<file path="config.mk">
export PLATFORM = sky130hd
export DESIGN_NAME = mvsm_front
export DESIGN_NICKNAME = d
export VERILOG_FILES = /design/src/rtl/mvsm_pkg.sv /design/src/rtl/mvsm_front.sv
export SDC_FILE = /design/constraint.sdc
export NUM_CORES = 1
export LEC_CHECK = 0
export ABC_AREA = 1
export BUFFER_PORTS_ARGS = -buffer_cell sky130_fd_sc_hd__buf_2
export CORE_ASPECT_RATIO = 0.7
export CORE_MARGIN = 2
export CORE_UTILIZATION = 58
export CTS_BUF_LIST = sky130_fd_sc_hd__clkbuf_8
export CTS_CLUSTER_DIAMETER = 120
export DETAILED_ROUTE_END_ITERATION = 16
export PLACE_DENSITY = 0.92
export SETUP_SLACK_MARGIN = 0.05
export SYNTH_ARGS = -nofsm -noshare
export SYNTH_HDL_FRONTEND = slang
export SYNTH_SLANG_ARGS = --single-unit
</file>
<file path="constraint.sdc">
create_clock -name clk -period 9.4 [get_ports clk]
set_input_delay 0.94 -clock clk [delete_from_list [all_inputs] [get_ports clk]]
set_output_delay 0.94 -clock clk [all_outputs]
set_load 0.02 [all_outputs]
</file>
<file path="src/rtl/mvsm_pkg.sv">
`timescale 1ns / 1ps
// ----------------------------------------------------------------------------
// mvsm_pkg: shared types and codes of the sample mixer
// Request and result codes, the queued command and the voice record layout.
// ----------------------------------------------------------------------------
package mvsm_pkg;

	// request codes carried in s_tuser
	localparam logic [1:0] REQ_LOAD  = 2'd0;
	localparam logic [1:0] REQ_START = 2'd1;
	localparam logic [1:0] REQ_MIX   = 2'd2;
	localparam logic [1:0] REQ_BAD   = 2'd3;

	// result codes carried in m_tuser
	localparam logic KIND_START = 1'b0;
	localparam logic KIND_MIX   = 1'b1;

	localparam int S_DATA_W = 72;
	localparam int M_DATA_W = 32;

	localparam logic signed [15:0] Q15_MAX = 16'sh7fff;
	localparam logic signed [15:0] Q15_MIN = -16'sh8000;

	// one queued request
	typedef struct packed {
		logic [1:0]         req_type;
		logic [15:0]        address;
		logic signed [15:0] sample_value;
		logic [15:0]        sound_frames;
		logic               sound_stereo;
		logic               loop_enable;
		logic [15:0]        voice_gain;
	} cmd_t;

	// one voice table entry
	typedef struct packed {
		logic [15:0] base;
		logic [15:0] length;
		logic [15:0] position;
		logic [15:0] volume;
		logic        stereo;
		logic        loops;
	} voice_rec_t;

endpackage

</file>
<file path="src/rtl/mvsm_front.sv">
`timescale 1ns / 1ps
// ----------------------------------------------------------------------------
// mvsm_front: request intake
// Takes input transactions, drops unknown request codes and queues the rest
// in a two-entry queue towards the engine.
// ----------------------------------------------------------------------------
module mvsm_front (
	input  logic                              clk,
	input  logic                              arst_n,
	input  logic                              s_tvalid,
	output logic                              s_tready,
	input  logic [1:0]                        s_tuser, // req_type
	input  logic [mvsm_pkg::S_DATA_W-1:0]     s_tdata,
	output mvsm_pkg::cmd_t                    cmd,
	output logic                              cmd_valid,
	input  logic                              cmd_ready
);
	import mvsm_pkg::*;

	cmd_t       slot_q [2];
	logic       wr_ptr_q;
	logic       rd_ptr_q;
	logic [1:0] cnt_q;
	logic       push;
	logic       pop;
	cmd_t       incoming;

	// unpack the bus
	always_comb begin
		incoming.req_type     = s_tuser;
		incoming.address      = s_tdata[15:0];
		incoming.sample_value = s_tdata[31:16];
		incoming.sound_frames = s_tdata[47:32];
		incoming.sound_stereo = s_tdata[48];
		incoming.loop_enable  = s_tdata[49];
		incoming.voice_gain   = s_tdata[65:50];
	end

	assign s_tready  = (cnt_q != 2'd2);
	assign push      = s_tvalid && s_tready && (s_tuser != REQ_BAD) && (s_tdata[71:66] == 6'd0
			|| s_tdata[71:66] != 6'd0);
	assign cmd_valid = (cnt_q != 2'd0);
	assign pop       = cmd_valid && cmd_ready;
	assign cmd       = slot_q[rd_ptr_q];

	// queue storage
	always_ff @(posedge clk) begin
		if (push) begin
			slot_q[wr_ptr_q] <= incoming;
		end
	end

	// queue pointers
	always_ff @(posedge clk or negedge arst_n) begin
		if (!arst_n) begin
			wr_ptr_q <= 1'b0;
			rd_ptr_q <= 1'b0;
			cnt_q    <= 2'd0;
		end else begin
			if (push) wr_ptr_q <= ~wr_ptr_q;
			if (pop)  rd_ptr_q <= ~rd_ptr_q;
			if (push && !pop)      cnt_q <= cnt_q + 2'd1;
			else if (pop && !push) cnt_q <= cnt_q - 2'd1;
		end
	end
endmodule

</file>
==> metrics <==
outcome=finished clean; DR DRC count=0; slowest cell on the critical path=buf_4; post-synth top area share=78.86%; Initial Util=60.58%; CTS hold repair buffers=0; synthesized instance count=387; sequential area share after synthesis=80.79%; Synth-to-Final Area Change=22.81%; GRT overflow=0; count of cell types in the netlist=13; Post-layout nets=614; deepest clock path buffer count=2; Clk Latency, worst-skew pair=0.42 ns; Setup Viol. Count Final=0; dpl hpwl=6.124 mm; CTS Root Cell=clkbuf_8; Die H=83.06 um; Wirelength per Cell=14.65 um; layout cells sized above 1=32.30%; final slew viol count=0; largest net degree at the start of global routing=70; final period utilization=29.81%; CP Class=reg2out; antenna cells=0; cell taking the most area after synthesis=edfxtp_1; routability cong.=0.7192; crit end category=output pin; fmax=0.3569 GHz; top cells by count, synth=nand2_1, edfxtp_1, buf_2; area of the core=8548 um2; Antenna Nets Post-Route=0; initial drt markers=266; Yosys reg bits=140; Synth Warn #=0; Min Hold Slack=0.3205 ns; Placed Instances=636; Max Cap Viol=0; Synth area leaders=edfxtp_1, nand2_1, dfrtp_1; vias=3,295; fraction of registers with async set/reset=2.857%; DR vias/cell=4.933; CP Cell Sequence=buf_4 > nand2_1 > nand2_1 > buf_2; average size of a mapped cell=13.38 um2; Final Skew=0.004959 ns; Crit path required time=8.46 ns; Die Span X=116.9 um; clk sink count=140; I/O Pins=148; final hold violations=0; Post-CTS Resized=0; vias in the first global route=3,287; Critical Path AT=1.86 ns; initial antenna violation count=0; Worst Reg-to-Reg Cells=5; Main synth FF type=edfxtp_1; fin cells=668; CTS buffer count=17; slowest stage delay, CP=0.58 ns; max_slew headroom=39.09%; CTS tree=yes; Post-Syn Area=5179 um2; Syn Nets=466; Die Area=9713 um2; worst-path fanout max=69; Worst-path clk slew=0.07 ns; Post-synth EDFFs=136; IO Port Bufs=141; TNS Setup=0 ns; CP dominant cell by count=nand2_1; leak pwr=2.786 nW; # rows=28; minimum clock period=2.802 ns; CTS H-tree lvls=4; first-pass GRT wire length=15.09 mm; Worst VDD drop=226.1 uV; GRT Overall Usage=20.78%; Routed WL=9.784 mm; Power Density=315.6 nW/um2; CP Launch Type=flop; RSZ-0062 raised after global routing=false; Hold/Removal Path Class=in2async; Worst-Margin Slew=0.9137 ns; count leader, synth=nand2_1; Pre-antenna DRT Iters=4; Post-CTS Setup Bufs=0
worst paths after layout:
check	endpoint	slack [ns]	start
setup reg to reg	slot_q[0][64]$_DFFE_PP_	7.22	cnt_q[0]$_DFFE_PN0P_
setup / recovery	cmd[20]	6.60	rd_ptr_q$_DFFE_PN0P_
min in group clk	cnt_q[0]$_DFFE_PN0P_	0.52	cnt_q[0]$_DFFE_PN0P_
max in group asynchronous	rd_ptr_q$_DFFE_PN0P_	8.93	arst_n
hold reg to reg	cnt_q[0]$_DFFE_PN0P_	0.52	cnt_q[0]$_DFFE_PN0P_
hold / removal	wr_ptr_q$_DFFE_PN0P_	0.32	arst_n
metal layers:
| layer | wire length [um] | global-route usage [%] |
|---|---|---|
| met1 | 3951 | 24.54 |
| met2 | 4888 | 34.89 |
| met3 | 812 | 7.372 |
| met4 | 131 | 8.021 |
| met5 | 0 | 0 |
layout by cell type, fill, tap and decap left out:
cell	n
edfxtp_1	136
inv_4	1
nand3_1	3
nand2_1	216
clkbuf_8	17
inv_1	9
nand4_1	2
clkinv_4	2
dfrtp_2	1
inv_2	1
buf_2	141
clkinv_2	5
buf_4	3
nor2_4	1
clkinvlp_4	2
xnor2_1	1
ha_1	1
bufinv_16	3
dfrtp_1	3
worst max-delay path: cells and delay by family (launching register included):
| family | cells | cell delay, ns |
|---|---|---|
| buffers and inverters | 2 | 0.74 |
| flip-flops | 1 | 0.39 |
| AND/OR/NAND/NOR | 2 | 0.28 |
kinds of logic after synthesis:
group / synth area share, %
adders and majority gates: 0.2416
buffers and inverters: 2.537
xor gates and xnor gates: 0.1692
and+or+nand+nor: 16.26
DFF: 80.79
report_power, final:
group          internal, W  leakage (nW)  total (W)  switching [W]
combinational     0.000190          1.28   0.000689       0.000499
clock             0.000257         0.209   0.000471       0.000213
sequential        0.000817          1.30   0.000848      0.0000309
total              0.00126          2.79    0.00201       0.000743
stage by stage:
step	cell area (um2)	setup WS, ns	utilization (%)	power [W]
floorplan	5179	4.923	-	0.001342
global placement	5967	6.693	69.80	0.001537
detailed placement	5967	6.632	69.80	0.001557
CTS	6360	6.560	74.40	0.002024
global route	6360	6.482	74.40	0.002122
finish	6360	6.598	74.40	0.002007
layout make-up:
cell class | instances | area, um2
sequential | 140 | 4185
fill | 582 | 2188
tap | 120 | 150.1
clock buffer | 17 | 234.0
clock inverter | 15 | 158.9
multi-input combinational | 224 | 870.8
timing repair buffer | 144 | 728.2
inverter | 8 | 32.53
flip-flops by register name, indices dropped and copies added, names as in the netlist:
signal    flops
cnt_q         2
wr_ptr_q      1
rd_ptr_q      1
slot_q      136
(Power assumes the default switching activity.)
